## config.mk

```make
export PLATFORM = sky130hd
export DESIGN_NAME = stick_to_dpad_autorepeat
export DESIGN_NICKNAME = d
export VERILOG_FILES = /design/src/sv/stdpad_pkg.sv /design/src/sv/stdpad_dir.sv /design/src/sv/stick_to_dpad_autorepeat.sv
export SDC_FILE = /design/constraint.sdc
export NUM_CORES = 1
export LEC_CHECK = 0
export ABC_AREA = 1
export ABC_CLOCK_PERIOD_IN_PS = 5200
export BUFFER_PORTS_ARGS = -buffer_cell sky130_fd_sc_hd__buf_2
export CORE_ASPECT_RATIO = 0.7
export CORE_MARGIN = 4
export CORE_UTILIZATION = 30
export CTS_CLUSTER_SIZE = 40
export DETAILED_ROUTE_END_ITERATION = 8
export GPL_TIMING_DRIVEN = 0
export PLACE_DENSITY = 0.43
export SLEW_MARGIN = 25
export SYNTH_ARGS = -nofsm -noshare
export SYNTH_HDL_FRONTEND = slang
export SYNTH_HIERARCHICAL = 1
export SYNTH_SLANG_ARGS = --single-unit
```

## constraint.sdc

```tcl
create_clock -name clk -period 5.2 [get_ports clk]
set_input_delay 0.26 -clock clk [delete_from_list [all_inputs] [get_ports clk]]
set_output_delay 0.26 -clock clk [all_outputs]
set_load 0.1 [all_outputs]
```

## src/sv/stdpad_pkg.sv

```systemverilog
// shared constants and codes for the stick to d-pad autorepeat block
package stdpad_pkg;

  localparam int AXIS_WIDTH_DEFAULT = 16;

  localparam int MODE_W     = 2;
  localparam int AXIS_ID_W  = 3;
  localparam int VALUE_W    = 16;
  localparam int BUTTON_W   = 4;
  localparam int EVENT_W    = 4;
  localparam int DIR_W      = 3;
  localparam int DZ_W       = 15;
  localparam int TIMER_W    = 16;
  localparam int CFG_IDX_W  = 2;
  localparam int CFG_DATA_W = 16;
  localparam int S_DATA_W   = 24;
  localparam int M_DATA_W   = 8;

  localparam logic [DZ_W-1:0]    DEADZONE_RESET        = 15'd8000;
  localparam logic [TIMER_W-1:0] INITIAL_DELAY_RESET   = 16'd400;
  localparam logic [TIMER_W-1:0] REPEAT_INTERVAL_RESET = 16'd150;

  localparam logic [MODE_W-1:0] MODE_AXIS   = 2'd0;
  localparam logic [MODE_W-1:0] MODE_BUTTON = 2'd1;
  localparam logic [MODE_W-1:0] MODE_POLL   = 2'd2;
  localparam logic [MODE_W-1:0] MODE_TICK   = 2'd3;

  localparam logic [AXIS_ID_W-1:0] AXIS_LEFT_X  = 3'd0;
  localparam logic [AXIS_ID_W-1:0] AXIS_LEFT_Y  = 3'd1;
  localparam logic [AXIS_ID_W-1:0] AXIS_RIGHT_X = 3'd2;
  localparam logic [AXIS_ID_W-1:0] AXIS_RIGHT_Y = 3'd3;

  localparam logic [DIR_W-1:0] DIR_NONE  = 3'd0;
  localparam logic [DIR_W-1:0] DIR_UP    = 3'd1;
  localparam logic [DIR_W-1:0] DIR_DOWN  = 3'd2;
  localparam logic [DIR_W-1:0] DIR_LEFT  = 3'd3;
  localparam logic [DIR_W-1:0] DIR_RIGHT = 3'd4;

  localparam logic [BUTTON_W-1:0] BUTTON_MAX = 4'd9;
  localparam logic [EVENT_W-1:0]  EVENT_MAX  = 4'd9;

  localparam logic [CFG_IDX_W-1:0] REG_DEADZONE        = 2'd0;
  localparam logic [CFG_IDX_W-1:0] REG_INITIAL_DELAY   = 2'd1;
  localparam logic [CFG_IDX_W-1:0] REG_REPEAT_INTERVAL = 2'd2;

endpackage

```

## src/sv/stdpad_dir.sv

```systemverilog
// stick direction finder: dominant stick per axis, deadzone, dominant axis
module stdpad_dir #(
  parameter int AXIS_WIDTH = stdpad_pkg::AXIS_WIDTH_DEFAULT
) (
  input  logic [AXIS_WIDTH-1:0]         left_x,
  input  logic [AXIS_WIDTH-1:0]         left_y,
  input  logic [AXIS_WIDTH-1:0]         right_x,
  input  logic [AXIS_WIDTH-1:0]         right_y,
  input  logic [stdpad_pkg::DZ_W-1:0]   deadzone,
  output logic [stdpad_pkg::DIR_W-1:0]  dir
);

  localparam int CW = (AXIS_WIDTH > stdpad_pkg::DZ_W) ? AXIS_WIDTH : stdpad_pkg::DZ_W;

  logic [AXIS_WIDTH-1:0] mag_lx, mag_ly, mag_rx, mag_ry, mag_x, mag_y;
  logic [AXIS_WIDTH-1:0] x, y;
  logic                  x_centered, y_centered, x_pos, y_pos;

  assign mag_lx = left_x[AXIS_WIDTH-1]  ? (~left_x + 1'b1)  : left_x;
  assign mag_ly = left_y[AXIS_WIDTH-1]  ? (~left_y + 1'b1)  : left_y;
  assign mag_rx = right_x[AXIS_WIDTH-1] ? (~right_x + 1'b1) : right_x;
  assign mag_ry = right_y[AXIS_WIDTH-1] ? (~right_y + 1'b1) : right_y;

  // ties go to the right stick
  assign x     = (mag_lx > mag_rx) ? left_x : right_x;
  assign mag_x = (mag_lx > mag_rx) ? mag_lx : mag_rx;
  assign y     = (mag_ly > mag_ry) ? left_y : right_y;
  assign mag_y = (mag_ly > mag_ry) ? mag_ly : mag_ry;

  assign x_centered = CW'(mag_x) <= CW'(deadzone);
  assign y_centered = CW'(mag_y) <= CW'(deadzone);
  assign x_pos      = !x[AXIS_WIDTH-1] && (x != '0);
  assign y_pos      = !y[AXIS_WIDTH-1] && (y != '0);

  always_comb begin
    if (x_centered && y_centered) begin
      dir = stdpad_pkg::DIR_NONE;
    end else if (mag_x >= mag_y) begin
      dir = x_pos ? stdpad_pkg::DIR_RIGHT : stdpad_pkg::DIR_LEFT;
    end else begin
      dir = y_pos ? stdpad_pkg::DIR_DOWN : stdpad_pkg::DIR_UP;
    end
  end

endmodule

```

## src/sv/stick_to_dpad_autorepeat.sv

```systemverilog
// top level: stick and button requests to d-pad events with key repeat
// an input register and an output register part the sides, request to event on m_tdata
// throughput: one request per cycle while the output side is not stalled
// a request that gives no event still passes through the input register
// reset: synchronous active-high rst clears axes, direction, timer and handshake state
// and loads deadzone 8000, initial delay 400 and repeat interval 150
module stick_to_dpad_autorepeat #(
  parameter int AXIS_WIDTH = stdpad_pkg::AXIS_WIDTH_DEFAULT
) (
  input  logic                              clk,
  input  logic                              rst,
  input  logic                              s_tvalid,
  output logic                              s_tready,
  // axis_id [2:0], axis_value [18:3], button_id [22:19], zero [23]
  input  logic [stdpad_pkg::S_DATA_W-1:0]   s_tdata,
  // mode [1:0]
  input  logic [stdpad_pkg::MODE_W-1:0]     s_tuser,
  output logic                              m_tvalid,
  input  logic                              m_tready,
  // event_code [3:0], zero [7:4]
  output logic [stdpad_pkg::M_DATA_W-1:0]   m_tdata,
  input  logic                              cfg_we,
  input  logic [stdpad_pkg::CFG_IDX_W-1:0]  cfg_index,
  input  logic [stdpad_pkg::CFG_DATA_W-1:0] cfg_data
);

  // configuration
  logic [stdpad_pkg::DZ_W-1:0]    deadzone;
  logic [stdpad_pkg::TIMER_W-1:0] initial_delay;
  logic [stdpad_pkg::TIMER_W-1:0] repeat_interval;

  // input register
  logic                               in_valid;
  logic [stdpad_pkg::MODE_W-1:0]      in_mode;
  logic [stdpad_pkg::AXIS_ID_W-1:0]   in_axis_id;
  logic [stdpad_pkg::VALUE_W-1:0]     in_value;
  logic [stdpad_pkg::BUTTON_W-1:0]    in_button;

  // state
  logic [AXIS_WIDTH-1:0]          left_x, left_y, right_x, right_y;
  logic [stdpad_pkg::DIR_W-1:0]   last_direction, last_direction_next;
  logic                           timer_running, timer_running_next;
  logic [stdpad_pkg::TIMER_W-1:0] timer_count, timer_count_next;
  logic                           fast_phase, fast_phase_next;

  // output register
  logic [stdpad_pkg::EVENT_W-1:0] event_code, event_code_next;
  logic                           has_event;

  logic                           fire;
  logic [stdpad_pkg::DIR_W-1:0]   dir;
  logic [stdpad_pkg::TIMER_W-1:0] limit, count_inc;
  logic                           expire;

  assign fire     = in_valid && (!m_tvalid || m_tready);
  assign s_tready = !in_valid || fire;
  assign m_tdata  = {{(stdpad_pkg::M_DATA_W - stdpad_pkg::EVENT_W){1'b0}}, event_code};

  stdpad_dir #(
    .AXIS_WIDTH (AXIS_WIDTH)
  ) u_dir (
    .left_x   (left_x),
    .left_y   (left_y),
    .right_x  (right_x),
    .right_y  (right_y),
    .deadzone (deadzone),
    .dir      (dir)
  );

  always_ff @(posedge clk) begin
    if (rst) begin
      deadzone        <= stdpad_pkg::DEADZONE_RESET;
      initial_delay   <= stdpad_pkg::INITIAL_DELAY_RESET;
      repeat_interval <= stdpad_pkg::REPEAT_INTERVAL_RESET;
    end else if (cfg_we) begin
      case (cfg_index)
        stdpad_pkg::REG_DEADZONE:        deadzone        <= cfg_data[stdpad_pkg::DZ_W-1:0];
        stdpad_pkg::REG_INITIAL_DELAY:   initial_delay   <= cfg_data;
        stdpad_pkg::REG_REPEAT_INTERVAL: repeat_interval <= cfg_data;
        default: ;
      endcase
    end
  end

  always_ff @(posedge clk) begin
    if (rst) begin
      in_valid <= 1'b0;
    end else if (s_tready) begin
      in_valid <= s_tvalid;
    end
  end

  always_ff @(posedge clk) begin
    if (s_tready && s_tvalid) begin
      in_mode    <= s_tuser;
      in_axis_id <= s_tdata[2:0];
      in_value   <= s_tdata[18:3];
      in_button  <= s_tdata[22:19];
    end
  end

  // repeat timer
  always_comb begin
    limit     = fast_phase ? repeat_interval : initial_delay;
    if (limit == '0) begin
      limit = stdpad_pkg::TIMER_W'(1);
    end
    count_inc = timer_count + 1'b1;
    expire    = count_inc >= limit;
  end

  always_comb begin
    last_direction_next = last_direction;
    timer_running_next  = timer_running;
    timer_count_next    = timer_count;
    fast_phase_next     = fast_phase;
    event_code_next     = event_code;
    has_event           = 1'b0;
    case (in_mode)
      stdpad_pkg::MODE_BUTTON: begin
        if (in_button <= stdpad_pkg::BUTTON_MAX) begin
          has_event       = 1'b1;
          event_code_next = in_button;
        end
      end
      stdpad_pkg::MODE_POLL: begin
        if (dir != last_direction) begin
          last_direction_next = dir;
          timer_count_next    = '0;
          fast_phase_next     = 1'b0;
          timer_running_next  = dir != stdpad_pkg::DIR_NONE;
          has_event           = dir != stdpad_pkg::DIR_NONE;
          event_code_next     = stdpad_pkg::EVENT_W'(dir - 1'b1);
        end
      end
      stdpad_pkg::MODE_TICK: begin
        if (timer_running) begin
          if (!expire) begin
            timer_count_next = count_inc;
          end else begin
            timer_count_next = '0;
            if (dir == stdpad_pkg::DIR_NONE) begin
              timer_running_next  = 1'b0;
              fast_phase_next     = 1'b0;
              last_direction_next = stdpad_pkg::DIR_NONE;
            end else begin
              last_direction_next = dir;
              fast_phase_next     = 1'b1;
              has_event           = 1'b1;
              event_code_next     = stdpad_pkg::EVENT_W'(dir - 1'b1);
            end
          end
        end
      end
      default: ;
    endcase
  end

  always_ff @(posedge clk) begin
    if (rst) begin
      left_x         <= '0;
      left_y         <= '0;
      right_x        <= '0;
      right_y        <= '0;
      last_direction <= stdpad_pkg::DIR_NONE;
      timer_running  <= 1'b0;
      timer_count    <= '0;
      fast_phase     <= 1'b0;
    end else if (fire) begin
      last_direction <= last_direction_next;
      timer_running  <= timer_running_next;
      timer_count    <= timer_count_next;
      fast_phase     <= fast_phase_next;
      if (in_mode == stdpad_pkg::MODE_AXIS) begin
        case (in_axis_id)
          stdpad_pkg::AXIS_LEFT_X:  left_x  <= in_value[AXIS_WIDTH-1:0];
          stdpad_pkg::AXIS_LEFT_Y:  left_y  <= in_value[AXIS_WIDTH-1:0];
          stdpad_pkg::AXIS_RIGHT_X: right_x <= in_value[AXIS_WIDTH-1:0];
          stdpad_pkg::AXIS_RIGHT_Y: right_y <= in_value[AXIS_WIDTH-1:0];
          default: ;
        endcase
      end
    end
  end

  always_ff @(posedge clk) begin
    if (rst) begin
      m_tvalid <= 1'b0;
    end else if (fire) begin
      m_tvalid <= has_event;
    end else if (m_tready) begin
      m_tvalid <= 1'b0;
    end
  end

  always_ff @(posedge clk) begin
    if (fire && has_event) begin
      event_code <= event_code_next;
    end
  end

`ifndef SYNTH
  a_idle_count_zero : assert property (@(posedge clk) disable iff (rst)
    !timer_running |-> timer_count == '0)
    else $error("timer count not cleared while stopped");

  a_running_has_dir : assert property (@(posedge clk) disable iff (rst)
    timer_running |-> last_direction != stdpad_pkg::DIR_NONE)
    else $error("repeat timer running with no direction");

  a_idle_slow_phase : assert property (@(posedge clk) disable iff (rst)
    !timer_running |-> !fast_phase)
    else $error("fast phase set while timer stopped");

  a_event_range : assert property (@(posedge clk) disable iff (rst)
    m_tvalid |-> m_tdata[stdpad_pkg::EVENT_W-1:0] <= stdpad_pkg::EVENT_MAX)
    else $error("event code out of range");

  a_tick_no_event_idle : assert property (@(posedge clk) disable iff (rst)
    fire && in_mode == stdpad_pkg::MODE_TICK && !timer_running |=> !m_tvalid)
    else $error("event from tick while timer stopped");
`endif

endmodule

```

After elaboration in Yosys (flattened, before gate mapping)
Index checks and enable logic that the tools add are counted.
- register bits: 163
- word-level logic and storage cells: 128
- add/subtract/negate cells: 6
- magnitude comparators: 7
- eq/ne operators: 14
- multiplexer cells: 45
- bitwise operators: 4
- reductions and logical operators: 34
- operators with widths (cell ; number):
    2-to-1 mux 16 bit ; 13
    adder 16 x 1 -> 16 bit, second input constant ; 5
    inverter 16 bit ; 4
    >= comparator 16 bit ; 2
    > comparator 16 bit ; 2
    less-or-equal comparator 16 x 15 -> 1 bit ; 2
    case mux 16 bit (2 select lines) ; 1
    nonzero test 16 bit ; 2
    2-to-1 mux 3 bit ; 7
    2-to-1 mux 4 bit ; 5
    zero test 16 bit ; 1
    AND reduction 3 bit ; 5
    2-to-1 mux 1 bit ; 13
    case mux 4 bit (3 select lines) ; 1
    != test 2 bit, second input constant ; 5
    AND reduction 7 bit ; 1
    == test 2 bit, second input constant ; 3
    == test 3 x 2 -> 1 bit, second input constant ; 2
    logical AND 1 bit ; 6
    zero test 3 bit ; 2
    case mux 3 bit (2 select lines) ; 1
    AND reduction 2 bit ; 3
    nonzero test 3 bit ; 2
    AND reduction 5 bit ; 1
    other kinds (13) ; 21

Longest topological paths before layout
Gate-level depths: netlist of the first run.
- word-level depth: 17
- gate-level depth with buffers: 41

Cells and area by module
Netlist of the first run, hierarchy kept.
- modules (own cells, without submodules) (module ; times used ; cells each ; area an instance (um^2)):
    stick_to_dpad_autorepeat ; 1 ; 844 ; 6844.1
    stdpad_dir ; 1 ; 661 ; 3903.7

Worst setup path before layout of the first run
No wires, ideal clock.
- path type: reg2reg
- start point: register right_y[6]
- end point: register event_code[0] (netlist bit) (enable)
- library setup time: 0.304 ns
- arrival time: 4.665 ns
- data required time: 4.896 ns
- setup slack: 0.230 ns
- stages on the path, launching flop included: 37
- cell sequence: dfxtp_1 or2_1 nor3_2 nand2_1 nor3_2 nand3_1 or4_1 ha_1 nand2_1 nor3_1 nand2_1 nand2_1 nand2_1 buf_2 buf_4 o41ai_1 o21ai_0 ha_1 nand2_1 inv_1 nand3_1 nor3_1 nand3_1 nand3_1 inv_1 nand3_1 nand2_1 nor2_1 inv_1 ha_1 nand2_1 nand2_1 nor2_1 nand2_1 nand2_1 nand2_1 inv_1
- cells in the longest elaborated chain, start to end: 17
- elaborated cells between the ends (all ways): 27
- ends and longest elaborated chain (what ; RTL line ; source):
    from (decl) ; stick_to_dpad_autorepeat.sv:40 ; logic [AXIS_WIDTH-1:0] left_x, left_y, right_x, right_y;
    from (signal assigned) ; stick_to_dpad_autorepeat.sv:179 ; stdpad_pkg::AXIS_RIGHT_Y: right_y <= in_value[AXIS_WIDTH-1:0];
    parallel branches: the longest is 9 deep, another holds adder 16 x 1 -> 16 bit ; - ;
    2-to-1 mux 3 bit (*) ; stdpad_dir.sv:36 ; if (x_centered && y_centered) begin
    named net dir, one bit ; stick_to_dpad_autorepeat.sv:51 ; logic [stdpad_pkg::DIR_W-1:0] dir;
    zero test 3 bit ; stick_to_dpad_autorepeat.sv:142 ; if (dir == stdpad_pkg::DIR_NONE) begin
    2-to-1 mux 1 bit ; stick_to_dpad_autorepeat.sv:142 ;
    2-to-1 mux 1 bit ; stick_to_dpad_autorepeat.sv:138 ; if (!expire) begin
    2-to-1 mux 1 bit ; stick_to_dpad_autorepeat.sv:137 ; if (timer_running) begin
    case mux 1 bit (3 select lines) ; stick_to_dpad_autorepeat.sv:119 ; case (in_mode)
    logical AND 1 bit ; stick_to_dpad_autorepeat.sv:197 ; if (fire && has_event) begin
    AND reduction 7 bit (no source line) (*) ; - ;
    to (signal assigned) ; stick_to_dpad_autorepeat.sv:198 ; event_code <= event_code_next;
    to (decl) ; stick_to_dpad_autorepeat.sv:47 ; logic [stdpad_pkg::EVENT_W-1:0] event_code, event_code_next;
Mark *: on every way through the listed nets, which the timed path passes.
A chain may end at the register's enable or synchronous reset.

Final worst setup path of the first run
- start point: register right_y[7]
- end point: register event_code[0] (netlist bit) (enable)
Same word-level chain as after synthesis.

==> reports/metrics.yaml, run 1 <==
final_layout:
  final_cell_mix: "233 x nand2_1, 230 x nor2_1, 162 x inv_1"
  layout-drive-gt1-share_pct: 23.04
  fin_cells: 2153
  areaGrowthSynthToFinish_pct: 30.41
  mostFrequentLayoutCell: "nand2_1"
  final_util_pct: 40.03
  nNetsFinal: 1817
  fill_cells: 3641
worst_setup_path:
  cp_max_fo: 5
  crit_type: "flop to flop"
  critical_path_required_ps: 5370
  r2r-end: "event_code[0]"
  rrSetupSlack_ps: -280
  slowest_delay_ps: 440
  critPathArrivalTime_ps: 5650
  critPathSlowestCell: "or4_4"
  worst-r2r-cell-count: 37
  end_kind: "flop"
  start_kind: "flop"
  r2r-start: "right_y[7]"
  cp_common_cell: "nand2_2"
clock_network:
  numCtsBuffers: 17
  clk_pin_slew_worst_paths_ps: 80
  cts_tree: "done"
  clockBufferDepth: 2
  clockRootBuffer: "clkbuf_16"
  htree_levels: 4
  insertion_delay_ps: 450
  clock_sink_count: 163
logic_synthesis:
  synth-warning-count: 6
  seq_area_frac_synth_pct: 33.06
  synth_edf_count: 29
  synthCells: 1505
  synth.distinct_cells: 56
  netlist_area_sq_um: 10750
  ys_seq_elements: 163
  synthArstFlopShare_pct: 0
  syn_area_per_cell_sq_um: 7.141
  ys.flop_type: "dfxtp_1"
die:
  start_util_pct: 30.69
  row_count: 57
  ios: 59
  die_y_um: 166.4
  core_area_sq_um: 35020
  fp.dieW_um: 234.2
  die_area_sq_um: 38970
sta:
  rsz0062_at_grt: "true"
  finalHoldViolations: 0
  fin_crit_sh_pct: 105.3
  slew_viol_final: 0
  worst_slew_margin_rel_pct: 30.88
  timing.final.crit_period_ps: 5477
  tightest_slew_ps: 1029
  setup_viol: 28
  clock_skew_ps: 16.35
  max_freq_ghz: 0.1826
  fin_ws_ps: -276.6
status:
  violations: "setup timing"
  outcome: "finished, violations left"
hold_path:
  min_path_type: "primary input to flop"
  holdPathEnd: "repeat_interval[7]"
  hold_start: "cfg_data[7]"
  min_path_cells: 3
placement:
  portBuffers: 52
  finalWeightedCongestion: 0.8811
  dp_hpwl_mm: 27.57
  placed_cells: 2032
global_route:
  use_met1_pct: 29.57
  grt_util_met2_pct: 24.97
  gr-usage-met3_pct: 2.846
  grt_max_degree: 26
  grt_pass1_vias: 9550
  top_usage_layer: "met1"
  grt.total_usage_pct: 18.16
  grt_pass1_wl_mm: 54.66
  antenna_found_initial: 2
  grt.overflow.total: 0
run:
  max-cap-violations: 0
detailed_routing:
  drtIter0Drc: 698
  post_drt_wl_per_cell_um: 16.56
  first_pass_iters: 5
  routed_wl_mm: 35.66
  vias: 10158
  drc: 0
  vias_per_cell: 4.718
  ant_nets: 0
pwr:
  vdd_ir_drop_max_uv: 161.5
  power_density_nw_per_um2: 249.6
  leakage_nw: 6.125
==> through the flow <==
step	cell area (sq um)	total power, mW	setup WS [ps]	hold slack (ps)	TNS, ps
floorplan	10760	1.721	230.4	358.9	0
detailed placement	11610	1.885	-1456	438.1	-34500
global placement	11610	1.881	-1447	434.9	-34060
finish	14020	3.498	-276.6	55.09	-6403
CTS	13670	3.485	-163.2	28.82	-3291
global route	14020	3.664	-588.2	74.31	-15110
==> layer usage <==
layer	share of wire, %	wire length (um)
met1	55	19710
met2	40	14260
met3	4.0	1428
met4	0.75	268
met5	0	0
==> Yosys cell counts (all sizes together) (2+ instances only) <==
library cell | instances | share of area, %
clkinv | 3 | 0.15
nand2 | 275 | 10
nand3b | 4 | 0.28
xor2 | 50 | 4.1
edfxtp | 29 | 8.1
nor4 | 6 | 0.47
xnor2 | 20 | 1.6
o211ai | 2 | 0.14
nor3 | 24 | 1.4
or2 | 7 | 0.41
nand4 | 26 | 1.7
ha | 101 | 12
dfxtp | 134 | 25
nor3b | 2 | 0.14
a21o | 2 | 0.14
a21oi | 84 | 4.3
buf | 26 | 1.6
o21ai | 165 | 7.7
nor2 | 250 | 9.1
clkbuf | 26 | 0.91
mux2i | 3 | 0.28
inv | 186 | 6.5
nand3 | 64 | 3.1
o21bai | 2 | 0.14
a31oi | 2 | 0.12
o31ai | 5 | 0.40
==> flip-flops by register name, summed over array words and instances, names as in the netlist <==
name             cells
in_axis_id           3
last_direction       3
deadzone            15
in_valid             1
initial_delay       16
left_x              16
in_value            16
fast_phase           1
timer_running        1
in_button            4
repeat_interval     16
timer_count         16
right_x             16
m_tvalid             1
event_code           4
in_mode              2
right_y             16
left_y              16
==> power breakdown <==
part           switching [mW]  internal [mW]  leakage, nW  total [mW]
Sequential             0.0349           1.32         1.37        1.36
Combinational           0.456          0.326         4.45       0.782
Clock                   0.654          0.703        0.305        1.36
==> final cells by class <==
class                      instances  area, sq um  area share, %
antenna                            1        2.502        0.01785
buffer                            51        314.1          2.241
clock buffer                      17        425.4          3.035
clock inverter                    15        200.2          1.428
inverter                         189        725.7          5.178
multi-input combinational       1104         7113          50.75
sequential                       163         3567          25.45
tap                              472        590.6          4.214
timing repair buffer             141         1077          7.686
==> kinds of logic (layout without fill, tap and decap cells) <==
| logic type | count (synthesis) | after routing | synth area share (%) |
|---|---|---|---|
| AO/OA/AOI/OAI | 266 | 266 | 13.21 |
| XOR/XNOR | 70 | 70 | 5.774 |
| adder cells (fa/ha/maj) | 101 | 101 | 11.76 |
| buffers and inverters | 241 | 413 | 9.150 |
| flip-flops | 163 | 163 | 33.06 |
| multiplexers | 3 | 3 | 0.2794 |
| other | 1 | 5 | 0.03489 |
| AND/OR/NAND/NOR | 660 | 660 | 26.73 |
==> worst max-delay path by stage <==
stage	slack (ps)	startpoint	endpoint	cells past startpoint
after floorplan	230	right_y[6]	event_code[0]	36
after global placement	-1450	right_x[2]	event_code[1]	35
after detailed placement	-1460	right_x[2]	event_code[1]	35
after CTS	-160	right_y[1]	event_code[0]	38
after global routing	-590	right_x[2]	timer_count[3]	35
final	-280	right_y[7]	event_code[0]	37
==> worst max-delay path: cells and delay by family (launching register included) <==
family,cells,cell delay (ps)
simple gates,23,2850
flops,1,330
buf+inv,8,750
fa+ha+maj,3,680
compound gates,3,540
==> timing repair <==
action,CTS,global route
setup buffers,53,8
setup endpoints to repair,30,30
hold endpoints to repair,25,0
hold buffers,25,0
pin swaps,45,42
gates cloned,3,0
resized for setup,200,60
Power figures use the tool's default switching activity.
==> inputs of run 2 (changes only) <==
--- a/config.mk
+++ b/config.mk
@@ -14,7 +14,7 @@
 export CTS_CLUSTER_SIZE = 40
 export DETAILED_ROUTE_END_ITERATION = 8
 export GPL_TIMING_DRIVEN = 0
-export PLACE_DENSITY = 0.43
+export PLACE_DENSITY = 0.48
 export SLEW_MARGIN = 25
 export SYNTH_ARGS = -nofsm -noshare
 export SYNTH_HDL_FRONTEND = slang
==> run 2 against run 1 <==
Against the previous run: the run still ends with setup timing left; register-to-register slack better by 50 ps; die area stayed put; non-clock buffer count down 9; maximum frequency increased by 0.99%; core utilization rose by 0.24 points; largest power group unchanged.
==> reports/metrics.yaml, run 2 (synthesized netlist as in run 1, its figures left out) <==
pwr:
  netSwitchingPower_mw: 1.107  # -3.3%
  pwr-share-comb_pct: 22.6  # +0.3 points
  vdd_ir_drop_max_uv: 221.4  # +37%
  p_clk_share_pct: 38.4  # -0.4 points
  pwr-share-seq_pct: 38.9  # about the same
  swShare_pct: 31.70  # -1.0 points
  leakage_nw: 6.100  # -0.41%
  p_total_mw: 3.492  # -0.17%
  power_density_nw_per_um2: 247.6  # -0.77%
  p_int_mw: 2.385  # +1.4%
die:
  ios: 59  # unchanged
  die_y_um: 166.4  # unchanged
  row_count: 57  # unchanged
  core_area_sq_um: 35020  # unchanged
  fp.dieW_um: 234.2  # unchanged
  die_area_sq_um: 38970  # unchanged
  start_util_pct: 30.69  # unchanged
worst_setup_path:
  crit_type: "flop to flop"
  critPathArrivalTime_ps: 5720  # +70 ps
  cp_max_fo: 7  # +2
  end_kind: "flop"
  rrSetupSlack_ps: -220  # +50 ps
  start_kind: "flop"
  critPathSlowestCell: "dfxtp_2"
  slowest_delay_ps: 360  # -80 ps
  critical_path_required_ps: 5500  # +130 ps
sta:
  slew_viol_final: 0  # unchanged
  fin_crit_sh_pct: 104.3  # -1.0 points
  tightest_slew_ps: 907.9  # -120.9 ps
  rsz0062_at_grt: "true"
  finalHoldViolations: 0  # unchanged
  worst_slew_margin_rel_pct: 39.01  # +8.1 points
  fin_ws_ps: -223.1  # +53.51 ps
  max_freq_ghz: 0.1844  # +0.99%
  tns_ps: -5083  # +1320 ps
  clock_skew_ps: 14.94  # -1.408 ps
  setup_viol: 27  # -3.6%
  timing.final.crit_period_ps: 5423  # -53.51 ps
final_layout:
  areaGrowthSynthToFinish_pct: 31.20
  final_cell_mix: "232 x nor2_1, 225 x nand2_1, 155 x inv_1"
  design_area_sq_um: 14100  # +0.61%
  final_util_pct: 40.27  # +0.24 points
  diodes: 0  # -1
  fill_cells: 3596  # -1.2%
  nNetsFinal: 1808  # -0.50%
  mostFrequentLayoutCell: "nor2_1"
  layout-drive-gt1-share_pct: 23.70  # +0.66 points
global_route:
  grt.overflow.total: 0  # unchanged
  grt.total_usage_pct: 17.58  # -0.58 points
  antenna_found_initial: 0  # -2
  grt_pass1_wl_mm: 53.34  # -2.4%
  grt_pass1_vias: 9365  # -1.9%
  grt_max_degree: 26  # unchanged
clock_network:
  htree_levels: 4  # unchanged
  clock_sink_count: 163  # unchanged
  insertion_delay_ps: 440  # about the same
  cts_tree: "done"
  clockRootBuffer: "clkbuf_16"
  clk_pin_slew_worst_paths_ps: 70  # about the same
  clockBufferDepth: 2  # unchanged
  numCtsBuffers: 17  # unchanged
detailed_routing:
  drc: 0  # unchanged
  ant_nets: 0  # unchanged
  vias_per_cell: 4.725  # +0.15%
  vias: 10126  # -0.32%
  post_drt_wl_per_cell_um: 16.34  # -1.3%
  drtIter0Drc: 664  # -4.9%
  routed_wl_mm: 35.03  # -1.8%
  first_pass_iters: 5  # unchanged
placement:
  dp_hpwl_mm: 26.89  # -2.4%
  placed_area_sq_um: 11610  # unchanged
  place_ws_ps: -1371  # +85.15 ps
  finalWeightedCongestion: 0.8901  # +1.0%
  portBuffers: 52  # unchanged
run:
  max-cap-violations: 0  # unchanged
status:
  outcome: "finished, violations left"
  violations: "setup timing"
hold_path:
  min_path_type: "primary input to flop"
-- run 2: cell count changes in the layout (fill, tap and decap cells not counted), moves of 4 or more --
cell	before	now
nand2_1	233	225
inv_2	20	26
nand2_4	4	10
nand3_1	52	46
inv_1	162	155
buf_6	14	9
ha_1	87	83
o21ai_2	17	13
ha_4	12	17
buf_4	56	46
o21ai_1	10	15
nand3_2	6	13
-- run 2: path summary, 6_finish.rpt --
kind | cells after the start | end | startpoint
worst min register to register | 2 | initial_delay[2] | initial_delay[2]
worst max-delay path | 34 | timer_count[8] | right_y[0]
worst max register to register | 34 | timer_count[8] | right_y[0]
worst min-delay path | 3 | repeat_interval[7] | cfg_data[7]
-- run 2: power by group through the flow --
stage | Sequential, mW | Combinational, mW | Clock (mW)
finish | 1.36 | 0.790 | 1.34
floorplan | 1.38 | 0.337 | 0
global placement | 1.39 | 0.488 | 0
global route | 1.36 | 0.866 | 1.43
CTS | 1.36 | 0.715 | 1.38
detailed placement | 1.39 | 0.492 | 0
-- run 2: repair_timing --
| item | in CTS | in global routing |
|---|---|---|
| gates resized for setup | 155 | 135 |
| setup buffers | 37 | 13 |
| hold buffers | 25 | 0 |
| pin swaps | 48 | 63 |
| cloned | 2 | 2 |
| hold endpoints to repair | 25 | 0 |
| endpoints found under the setup margin | 30 | 30 |
-- run 2: per-stage QoR --
step                hold slack [ps]  cells
floorplan                     358.9   1508
CTS                           55.95   2128
global route                  87.99   2143
global placement              436.3   2032
finish                        74.35   2143
detailed placement            438.1   2032
-- run 2: metal layers --
metal  wire, um  up-vias  global-route usage, %  part of all wire (%)
li1           -     5204                      -                     -
met1      19210     4727                  28.64                    55
met2      14250      182                  24.32                    41
met3       1314       13                  2.418                   3.8
met4        250        0                  3.175                  0.71
met5          0        -                      0                     0
-- run 2: layout make-up --
cell class / count / area, sq um / share of cell area, %
clock inverters: 15 / 193.9 / 1.375
clock buffers: 17 / 425.4 / 3.017
multi-input cells: 1104 / 7217 / 51.18
inverters: 189 / 733.2 / 5.200
plain buffers: 52 / 339.1 / 2.405
repair buffers: 131 / 1031 / 7.311
well taps: 472 / 590.6 / 4.188
flip-flops and latches: 163 / 3571 / 25.32
-- run 2: worst max-delay path: cells and delay by family, from the launching register on --
family / cells / cell delay [ps]
AOI/OAI and AO/OA: 8 / 1180
xor gates and xnor gates: 2 / 340
adders and majority gates: 3 / 670
buffers and inverters: 7 / 790
DFF: 1 / 360
and+or+nand+nor: 14 / 1960
